<file path="config.mk">
export PLATFORM = sky130hd
export DESIGN_NAME = factor_clock_rate_select_core
export DESIGN_NICKNAME = d
export VERILOG_FILES = /design/src/fcrs_pkg.sv /design/src/fcrs_table.sv /design/src/fcrs_div.sv /design/src/factor_clock_rate_select_core.sv
export SDC_FILE = /design/constraint.sdc
export NUM_CORES = 2
export LEC_CHECK = 0
export ABC_AREA = 1
export BUFFER_PORTS_ARGS = -buffer_cell sky130_fd_sc_hd__clkbuf_2
export CORE_UTILIZATION = 40
export CTS_CLUSTER_SIZE = 40
export DETAILED_ROUTE_END_ITERATION = 12
export GPL_ROUTABILITY_DRIVEN = 1
export HOLD_SLACK_MARGIN = 0.15
export PLACE_DENSITY = 0.6
export RECOVER_POWER = 50
export SETUP_SLACK_MARGIN = 0.3
export SLEW_MARGIN = 20
export SYNTH_ARGS = -nofsm -noshare
export SYNTH_HDL_FRONTEND = slang
export SYNTH_SLANG_ARGS = --single-unit
</file>
<file path="constraint.sdc">
create_clock -name i_clk -period 7.06 [get_ports i_clk]
set_input_delay 0.353 -clock i_clk [delete_from_list [all_inputs] [get_ports i_clk]]
set_output_delay 0.353 -clock i_clk [all_outputs]
set_load 0.005 [all_outputs]
</file>
<file path="src/fcrs_pkg.sv">
// Shared types and constants for the factor clock rate selector.
// No dependencies; imported by every module of the block.
package fcrs_pkg;

    localparam int unsigned DEFAULT_TABLE_DEPTH = 16;
    localparam int unsigned RATE_W   = 32;
    localparam int unsigned MUL_W    = 16;
    localparam int unsigned DIV_W    = 16;
    localparam int unsigned CODE_W   = 8;
    localparam int unsigned PROD_W   = RATE_W + MUL_W;
    localparam int unsigned SHIFT_W  = 5;
    localparam int unsigned WIDTH_W  = 4;
    localparam int unsigned CFG_W    = 5;
    localparam int unsigned CFG_IDX_W = 1;
    localparam int unsigned MASK_W   = 16;

    // Command modes
    localparam logic [1:0] MODE_LOAD   = 2'd0;
    localparam logic [1:0] MODE_SELECT = 2'd1;
    localparam logic [1:0] MODE_RECALC = 2'd2;

    // Configuration register indexes
    localparam logic [CFG_IDX_W-1:0] CFG_FIELD_SHIFT = 1'd0;
    localparam logic [CFG_IDX_W-1:0] CFG_FIELD_WIDTH = 1'd1;

    localparam logic [WIDTH_W-1:0] FIELD_WIDTH_RESET = 4'd4;

    typedef struct packed {
        logic [1:0]        mode;
        logic [3:0]        entry_index;
        logic [CODE_W-1:0] entry_code;
        logic [MUL_W-1:0]  entry_mul;
        logic [DIV_W-1:0]  entry_div;
        logic [RATE_W-1:0] src_rate;
        logic [RATE_W-1:0] target_rate;
        logic [RATE_W-1:0] control_word;
    } t_cmd;

    typedef struct packed {
        logic [RATE_W-1:0] rate;
        logic [RATE_W-1:0] new_control_word;
        logic              found;
    } t_res;

    typedef struct packed {
        logic [CODE_W-1:0] code;
        logic [MUL_W-1:0]  mul;
        logic [DIV_W-1:0]  div;
    } t_entry;

    typedef struct packed {
        logic              start;
        logic [RATE_W-1:0] parent;
        logic [MUL_W-1:0]  mul;
        logic [DIV_W-1:0]  div;
    } t_div_req;

    typedef struct packed {
        logic              done;
        logic [PROD_W-1:0] quot;
    } t_div_rsp;

    typedef enum logic [1:0] {
        S_IDLE,
        S_FETCH,
        S_DIV,
        S_DONE
    } t_state;

endpackage

</file>
<file path="src/fcrs_table.sv">
// Factor table: code, multiplier and divisor per slot, one write and one read port.
// Depends on fcrs_pkg. Slots never written read back as zero (empty table).
module fcrs_table #(
    parameter int unsigned TABLE_DEPTH = fcrs_pkg::DEFAULT_TABLE_DEPTH,
    parameter int unsigned IDX_W       = 4
) (
    input  logic                 i_clk,
    input  logic                 i_rst_n,
    input  logic                 i_we,
    input  logic [IDX_W-1:0]     i_waddr,
    input  fcrs_pkg::t_entry     i_wdata,
    input  logic [IDX_W-1:0]     i_raddr,
    output fcrs_pkg::t_entry     o_rdata
);
    import fcrs_pkg::*;

    t_entry                 r_mem [TABLE_DEPTH];
    logic [TABLE_DEPTH-1:0] r_valid;

    always_ff @(posedge i_clk) begin
        if (!i_rst_n) begin
            r_valid <= '0;
        end else if (i_we) begin
            r_valid[i_waddr] <= 1'b1;
        end
    end

    always_ff @(posedge i_clk) begin
        if (i_we) begin
            r_mem[i_waddr] <= i_wdata;
        end
    end

    always_comb begin
        o_rdata = '0;
        if (32'(i_raddr) < TABLE_DEPTH) begin
            if (r_valid[i_raddr]) begin
                o_rdata = r_mem[i_raddr];
            end
        end
    end

endmodule

</file>
<file path="src/fcrs_div.sv">
// Shared rate unit: registers parent*mul, then a restoring divide by div, one bit a cycle.
// Depends on fcrs_pkg. Quotient equals floor(parent*mul/div).
module fcrs_div (
    input  logic                 i_clk,
    input  logic                 i_rst_n,
    input  fcrs_pkg::t_div_req   i_req,
    output fcrs_pkg::t_div_rsp   o_rsp
);
    import fcrs_pkg::*;

    localparam int unsigned STEP_W = $clog2(PROD_W);

    logic              r_busy, n_busy;
    logic              r_done, n_done;
    logic [STEP_W-1:0] r_step, n_step;
    logic [PROD_W-1:0] r_num,  n_num;
    logic [DIV_W-1:0]  r_rem,  n_rem;
    logic [DIV_W-1:0]  r_den,  n_den;
    logic [DIV_W:0]    rem_sh;
    logic              ge;

    always_comb begin
        rem_sh = {r_rem, r_num[PROD_W-1]};
        ge     = (rem_sh >= {1'b0, r_den});
        n_busy = r_busy;
        n_done = 1'b0;
        n_step = r_step;
        n_num  = r_num;
        n_rem  = r_rem;
        n_den  = r_den;
        if (i_req.start) begin
            n_busy = 1'b1;
            n_step = '0;
            n_num  = i_req.parent * i_req.mul;
            n_rem  = '0;
            n_den  = i_req.div;
        end else if (r_busy) begin
            n_rem  = ge ? DIV_W'(rem_sh - {1'b0, r_den}) : rem_sh[DIV_W-1:0];
            n_num  = {r_num[PROD_W-2:0], ge};
            n_step = r_step + 1'b1;
            if (r_step == STEP_W'(PROD_W - 1)) begin
                n_busy = 1'b0;
                n_done = 1'b1;
            end
        end
    end

    always_ff @(posedge i_clk) begin
        if (!i_rst_n) begin
            r_busy <= 1'b0;
            r_done <= 1'b0;
            r_step <= '0;
        end else begin
            r_busy <= n_busy;
            r_done <= n_done;
            r_step <= n_step;
        end
    end

    always_ff @(posedge i_clk) begin
        r_num <= n_num;
        r_rem <= n_rem;
        r_den <= n_den;
    end

    assign o_rsp.done = r_done;
    assign o_rsp.quot = r_num;

`ifndef SYNTHESIS
    a_done_ends_busy: assert property (@(posedge i_clk) disable iff (!i_rst_n)
        r_done |-> !r_busy)
        else $error("divider done while still stepping");
`endif

endmodule

</file>
<file path="src/factor_clock_rate_select_core.sv">
// Top level of the factor clock rate selector: sequencer, config registers, result.
// Depends on fcrs_pkg, fcrs_table and fcrs_div.
//
//  channel   | handshake            | payload      | direction
//  ----------+----------------------+--------------+----------
//  command   | start, busy          | i_cmd        | in
//  result    | o_strobe (no stall)  | o_res        | out
//  config    | i_cfg_we             | i_cfg_idx,   | in
//            |                      | i_cfg_data   |
//
// A beat is taken when start is high and busy is low; busy stays high until
// the result beat has been shown. Load and unused modes strobe in the cycle
// right after the accept edge. Select walks the entries in order: for each, a
// fetch starts the divider, which loads the product, runs its divide steps
// and raises done. Recalc skips non-matching entries in the fetch state and
// strobes in the cycle after the divide of its match. Reset is synchronous and
// empties the table. o_strobe is high for exactly one cycle per result beat;
// the receiver cannot stall it.
module factor_clock_rate_select_core #(
    parameter int unsigned TABLE_DEPTH = fcrs_pkg::DEFAULT_TABLE_DEPTH
) (
    input  logic                              i_clk,
    input  logic                              i_rst_n,
    input  logic                              start,
    output logic                              busy,
    input  fcrs_pkg::t_cmd                    i_cmd,
    output logic                              o_strobe,
    output fcrs_pkg::t_res                    o_res,
    input  logic                              i_cfg_we,
    input  logic [fcrs_pkg::CFG_IDX_W-1:0]    i_cfg_idx,
    input  logic [fcrs_pkg::CFG_W-1:0]        i_cfg_data
);
    import fcrs_pkg::*;

    localparam int unsigned IDX_W = (TABLE_DEPTH > 1) ? $clog2(TABLE_DEPTH) : 1;
    localparam int unsigned CNT_W = $clog2(TABLE_DEPTH + 1);

    t_state r_state, n_state;

    // config
    logic [SHIFT_W-1:0] r_field_shift;
    logic [WIDTH_W-1:0] r_field_width;

    // captured command and working registers
    logic [1:0]        r_mode,      n_mode;
    logic [RATE_W-1:0] r_parent,    n_parent;
    logic [RATE_W-1:0] r_target,    n_target;
    logic [RATE_W-1:0] r_ctrl,      n_ctrl;
    logic [CNT_W-1:0]  r_cnt,       n_cnt;
    logic [RATE_W-1:0] r_best,      n_best;
    logic [CODE_W-1:0] r_best_code, n_best_code;
    logic [RATE_W-1:0] r_rate,      n_rate;
    logic [RATE_W-1:0] r_word,      n_word;
    logic              r_found,     n_found;

    logic       accept;
    logic       walk_end;
    logic       code_match;
    logic       qualifies;
    logic       tbl_we;
    t_entry     tbl_wdata;
    t_entry     rd;
    t_div_req   div_req;
    t_div_rsp   div_rsp;

    logic [MASK_W-1:0] mask16;
    logic [RATE_W-1:0] mask32;
    logic [RATE_W-1:0] field_val;
    logic [RATE_W-1:0] code32;
    logic [RATE_W-1:0] sat_rate;

    assign accept = start && !busy;

    fcrs_table #(
        .TABLE_DEPTH (TABLE_DEPTH),
        .IDX_W       (IDX_W)
    ) u_table (
        .i_clk   (i_clk),
        .i_rst_n (i_rst_n),
        .i_we    (tbl_we),
        .i_waddr (IDX_W'(i_cmd.entry_index)),
        .i_wdata (tbl_wdata),
        .i_raddr (r_cnt[IDX_W-1:0]),
        .o_rdata (rd)
    );

    fcrs_div u_div (
        .i_clk   (i_clk),
        .i_rst_n (i_rst_n),
        .i_req   (div_req),
        .o_rsp   (div_rsp)
    );

    // table writes happen straight off the command beat
    assign tbl_we = accept && (i_cmd.mode == MODE_LOAD)
                    && (32'(i_cmd.entry_index) < TABLE_DEPTH);
    assign tbl_wdata.code = i_cmd.entry_code;
    assign tbl_wdata.mul  = i_cmd.entry_mul;
    assign tbl_wdata.div  = i_cmd.entry_div;

    // factor field helpers
    assign mask16    = MASK_W'((17'd1 << r_field_width) - 17'd1);
    assign mask32    = 32'(mask16) << r_field_shift;
    assign field_val = (r_ctrl >> r_field_shift) & 32'(mask16);
    assign code32    = 32'(r_best_code & mask16[CODE_W-1:0]) << r_field_shift;

    // walk stops at a zero divisor (as in an empty slot) or past the last slot
    assign walk_end   = (r_cnt == CNT_W'(TABLE_DEPTH)) || (rd.div == '0);
    assign code_match = (32'(rd.code) == field_val);
    // larger than best also rules out a zero candidate
    assign qualifies  = (div_rsp.quot <= PROD_W'(r_target))
                        && (div_rsp.quot > PROD_W'(r_best));
    assign sat_rate   = (|div_rsp.quot[PROD_W-1:RATE_W]) ? '1 : div_rsp.quot[RATE_W-1:0];

    // config writes
    always_ff @(posedge i_clk) begin
        if (!i_rst_n) begin
            r_field_shift <= '0;
            r_field_width <= FIELD_WIDTH_RESET;
        end else if (i_cfg_we) begin
            unique case (i_cfg_idx)
                CFG_FIELD_SHIFT: r_field_shift <= i_cfg_data[SHIFT_W-1:0];
                CFG_FIELD_WIDTH: r_field_width <= i_cfg_data[WIDTH_W-1:0];
                default: ;
            endcase
        end
    end

    // next state
    always_comb begin
        n_state = r_state;
        unique case (r_state)
            S_IDLE: begin
                if (accept) begin
                    if (i_cmd.mode == MODE_SELECT || i_cmd.mode == MODE_RECALC) begin
                        n_state = S_FETCH;
                    end else begin
                        n_state = S_DONE;
                    end
                end
            end
            S_FETCH: begin
                if (walk_end) begin
                    n_state = S_DONE;
                end else if (r_mode == MODE_RECALC && !code_match) begin
                    n_state = S_FETCH;
                end else begin
                    n_state = S_DIV;
                end
            end
            S_DIV: begin
                if (div_rsp.done) begin
                    n_state = (r_mode == MODE_RECALC) ? S_DONE : S_FETCH;
                end
            end
            S_DONE: n_state = S_IDLE;
            default: n_state = S_IDLE;
        endcase
    end

    // datapath and outputs
    always_comb begin
        n_mode      = r_mode;
        n_parent    = r_parent;
        n_target    = r_target;
        n_ctrl      = r_ctrl;
        n_cnt       = r_cnt;
        n_best      = r_best;
        n_best_code = r_best_code;
        n_rate      = r_rate;
        n_word      = r_word;
        n_found     = r_found;
        div_req.start  = 1'b0;
        div_req.parent = r_parent;
        div_req.mul    = rd.mul;
        div_req.div    = rd.div;
        unique case (r_state)
            S_IDLE: begin
                if (accept) begin
                    n_mode      = i_cmd.mode;
                    n_parent    = i_cmd.src_rate;
                    n_target    = i_cmd.target_rate;
                    n_ctrl      = i_cmd.control_word;
                    n_cnt       = '0;
                    n_best      = '0;
                    n_best_code = '0;
                    n_rate      = '0;
                    n_word      = '0;
                    n_found     = 1'b0;
                end
            end
            S_FETCH: begin
                if (walk_end) begin
                    if (r_mode == MODE_SELECT && r_best != '0) begin
                        n_rate  = r_best;
                        n_word  = (r_ctrl & ~mask32) | code32;
                        n_found = 1'b1;
                    end else begin
                        n_rate  = '0;
                        n_word  = r_ctrl;
                        n_found = 1'b0;
                    end
                end else if (r_mode == MODE_RECALC && !code_match) begin
                    n_cnt = r_cnt + 1'b1;
                end else begin
                    div_req.start = 1'b1;
                end
            end
            S_DIV: begin
                if (div_rsp.done) begin
                    if (r_mode == MODE_RECALC) begin
                        n_rate  = sat_rate;
                        n_word  = r_ctrl;
                        n_found = 1'b1;
                    end else begin
                        if (qualifies) begin
                            n_best      = div_rsp.quot[RATE_W-1:0];
                            n_best_code = rd.code;
                        end
                        n_cnt = r_cnt + 1'b1;
                    end
                end
            end
            S_DONE: ;
            default: ;
        endcase
    end

    always_ff @(posedge i_clk) begin
        if (!i_rst_n) begin
            r_state <= S_IDLE;
            r_cnt   <= '0;
        end else begin
            r_state <= n_state;
            r_cnt   <= n_cnt;
        end
    end

    always_ff @(posedge i_clk) begin
        r_mode      <= n_mode;
        r_parent    <= n_parent;
        r_target    <= n_target;
        r_ctrl      <= n_ctrl;
        r_best      <= n_best;
        r_best_code <= n_best_code;
        r_rate      <= n_rate;
        r_word      <= n_word;
        r_found     <= n_found;
    end

    assign busy                   = (r_state != S_IDLE);
    assign o_strobe               = (r_state == S_DONE);
    assign o_res.rate             = r_rate;
    assign o_res.new_control_word = r_word;
    assign o_res.found            = r_found;

`ifndef SYNTHESIS
    a_accept_busy: assert property (@(posedge i_clk) disable iff (!i_rst_n)
        accept |=> busy)
        else $error("command beat taken but block not busy");
    a_single_strobe: assert property (@(posedge i_clk) disable iff (!i_rst_n)
        o_strobe |=> !o_strobe && !busy)
        else $error("result beat not a single cycle");
    // a recalc match may carry a zero rate; a select hit never does
    a_found_rate: assert property (@(posedge i_clk) disable iff (!i_rst_n)
        (o_strobe && o_res.found && r_mode == MODE_SELECT) |-> (o_res.rate != '0))
        else $error("found flagged with zero rate");
    a_div_in_walk: assert property (@(posedge i_clk) disable iff (!i_rst_n)
        div_rsp.done |-> (r_state == S_DIV))
        else $error("divider result outside divide wait");
`endif

endmodule

</file>
==> impl_metrics.json <==
{
  "place_congestion": 0.9665,
  "synthTopCellsByArea": "edfxtp_1 45%, fa_1 14%, nand2_1 8.5%, inv_1 5.1%, nor2_1 4.8%",
  "dpl_cell_area_um2": 66160,
  "layout_commonest_cell": "nand2_1",
  "slew_violations": 204,
  "synth_top_area_share": 0.4489,
  "fin_nets": 7812,
  "yosysTopAreaCell": "edfxtp_1",
  "pin_count": 219,
  "synth-compound-area-share": 0.08534,
  "finalSetupViolations": 16,
  "numPortBuffers": 218,
  "netlist_area_um2": 60670,
  "numPlacedInstances": 8656,
  "crit_slowest_cell": "fa_1",
  "drive_gt1_frac": 0.1644,
  "hold_viol_final": 0,
  "grt_use_total": 0.2487,
  "cp.required_ns": 7.45,
  "ys_ff_latch": 967,
  "critical_path_class": "flop to flop",
  "arrival_ns": 7.59,
  "cp-start-kind": "flop",
  "core_um2": 150100,
  "fmax_ghz": 0.1388,
  "fin_crit_ns": 7.206,
  "clock_sinks": 967,
  "dp.final_hpwl_um": 125400,
  "synthAdderAreaFrac": 0.1816,
  "endpoint_kind": "flop",
  "skew_ns": 0.08466,
  "netlist_instances": 6417,
  "power_density_nw_per_um2": 261.0,
  "synthXorXnorAreaFrac": 0.009508,
  "wl_per_cell_um": 21.12,
  "vias": 48230,
  "num_rows": 142,
  "cp_num_cells": 34,
  "max_stage_delay_ns": 0.59,
  "htreeDepth": 3,
  "seq_area_frac_synth": 0.4687,
  "power_leakage_nw": 30.92,
  "min_path_type": "input pin to flop",
  "r2r_end": "u_div.r_num[47]$_DFFE_PP_",
  "place_ws_ns": -0.3719,
  "route.detailed.drc": 0,
  "synth_mux_area_frac": 0.0001650,
  "rr_worst_depth": 34,
  "crit_end": "u_div.r_num[47]$_DFFE_PP_",
  "area_growth_pct": 23.29,
  "ir_worst_vdd_v": 0.0002284,
  "cp_max_fo": 11,
  "start_util": 0.4041,
  "async_flop_share": 0,
  "clk_pin_slew_ns": 0.06,
  "ff2ff_setup_slack_ns": -0.15,
  "yosys.area_share.simple": 0.1775,
  "finalPower_mw": 19.52,
  "fin_crit_sh": 1.021,
  "via_per_inst": 5.275,
  "overflow": 0,
  "rsz0062_at_grt": "yes",
  "stdcell_count": 9142,
  "maxCapViolCount": 3,
  "yosys_warnings": 0,
  "die_y_um": 391.4,
  "fp.dieArea_um2": 153200,
  "routed_wl_um": 193100,
  "dr.pass1.iters": 6,
  "clk_latency_ns": 0.75,
  "crit_family": "adder cells",
  "cts_buffers": 105,
  "crit_path_frequent_cell": "fa_1",
  "cts-root-buf": "clkbuf_16",
  "antenna_found_initial": 6,
  "design_area_um2": 74800,
  "violations": "capacitance limit, slew limit, setup timing",
  "synth.distinct_cells": 61,
  "synth.avg_cell_area_um2": 9.454,
  "n_fill_cell": 13610,
  "grt_pass1_wl_um": 289800,
  "cts_tree": "built",
  "ant_nets": 0,
  "cts_max_path_buffers": 3,
  "relSlewSlack": -1.875,
  "grt_pass1_vias": 47510,
  "utilization": 0.4982,
  "grt_max_degree": 101,
  "setup_slack_ns": -0.1460,
  "drt_iter0_markers": 4669,
  "synth-main-ff-cell": "edfxtp_1",
  "synth_nets": 7198,
  "most-common-layout-cells": "1311 x nand2_1, 907 x edfxtp_1, 772 x inv_1, 686 x nor2_1, 440 x nand3_1",
  "status": "finished, violations left",
  "crit_buf_inv": 11,
  "synth_top_family_by_area": "adder cells",
  "synth_edf_count": 907,
  "tightest_slew_ns": 4.313,
  "die_w_um": 391.4
}
## stage by stage
stage	TNS, ns	hold WS [ns]
detailed placement	-3.291	0.4612
global route	-6.528	0.2961
global placement	-2.506	0.4523
finish	-0.8600	0.3244
floorplan	0	0.4403
CTS	-0.2693	0.2624
## where the power goes
group	switching [mW]	internal [mW]	leakage (nW)
clock	2.40	3.18	1.73
combinational	4.19	2.24	20.4
sequential	0.437	7.08	8.81
## layer usage
metal,GRT usage,wire (um),up-vias
li1,-,-,22340
met1,0.3456,84170,23570
met2,0.3934,87550,1936
met3,0.04094,14780,375
met4,0.08449,6602,4
met5,0,27,-
## kinds of logic (layout without fill, tap and decap cells)
logic type               Yosys count  count (layout)
AND/OR/NAND/NOR                 2669            2669
buffers and inverters           1165            1870
flip-flops                       967             967
AO/OA/AOI/OAI                    921             921
adder cells (fa/ha/maj)          629             629
XOR/XNOR                          65              65
multiplexers                       1               1
other                              0               4
## final cells by class
cell class	count	area [um2]	area share
tap	2016	2522	0.03372
multi-input combinational	4285	29610	0.3959
clock buffer	133	2850	0.03811
inverter	847	3261	0.04359
antenna	4	10.01	0.0001338
sequential	967	28450	0.3804
timing repair inverter	3	55.05	0.0007360
timing repair buffer	822	7343	0.09818
clock inverter	65	688.2	0.009200
## synthesized netlist by cell type (2+ instances only)
master,instances
nand2_1,1372
edfxtp_1,907
inv_1,817
nor2_1,772
nand3_1,446
fa_1,419
o21ai_0,404
a21oi_1,231
ha_1,210
clkbuf_1,142
buf_2,114
o21ai_1,71
dfxtp_1,60
o211ai_1,55
o22ai_1,48
xnor2_1,33
buf_1,31
xor2_1,31
o221ai_1,22
buf_4,20
nor3_1,20
a31oi_1,18
nand4_1,18
inv_2,17
nor4_1,15
a21oi_2,14
o21a_1,12
buf_6,11
clkinv_1,11
o221a_2,11
or2_2,8
o21bai_1,6
a21boi_0,5
nand3b_1,5
a21o_1,4
a22oi_1,3
nand2_2,3
o2111ai_1,3
o31ai_1,3
or2_1,3
o22ai_2,2
## what timing repair did
action                     CTS  global route
setup endpoints to repair   33            37
pin swaps                  105            93
setup buffers               71            27
gates resized for setup    324           270
hold endpoints to repair   749             0
hold buffers               159             0
cloned                      24             2
## sequential cells by signal, indices dropped and copies added (netlist names), 6 cells and up, named ones only
signal,cells
r_ctrl,32
r_rate,32
r_word,32
r_target,32
r_parent,32
u_table.r_mem,640
r_best_code,8
u_div.r_num,48
r_best,32
u_div.r_rem,16
u_div.r_step,6
u_div.r_den,16
u_table.r_valid,16
## worst min-delay path by stage
stage,from,to,slack (ns),cells after the start
floorplan,u_table.r_valid[4]$_SDFFE_PN0P_,u_table.r_valid[4]$_SDFFE_PN0P_,0.44,2
global placement,u_table.r_valid[9]$_SDFFE_PN0P_,u_table.r_valid[9]$_SDFFE_PN0P_,0.45,2
detailed placement,u_table.r_valid[0]$_SDFFE_PN0P_,u_table.r_valid[0]$_SDFFE_PN0P_,0.46,2
CTS,i_cmd[86],r_parent[22]$_DFFE_PP_,0.26,2
global route,i_cmd[74],r_parent[10]$_DFFE_PP_,0.30,2
finish,i_cmd[86],r_parent[22]$_DFFE_PP_,0.32,2
No activity file was read; power rests on OpenSTA's default activity.
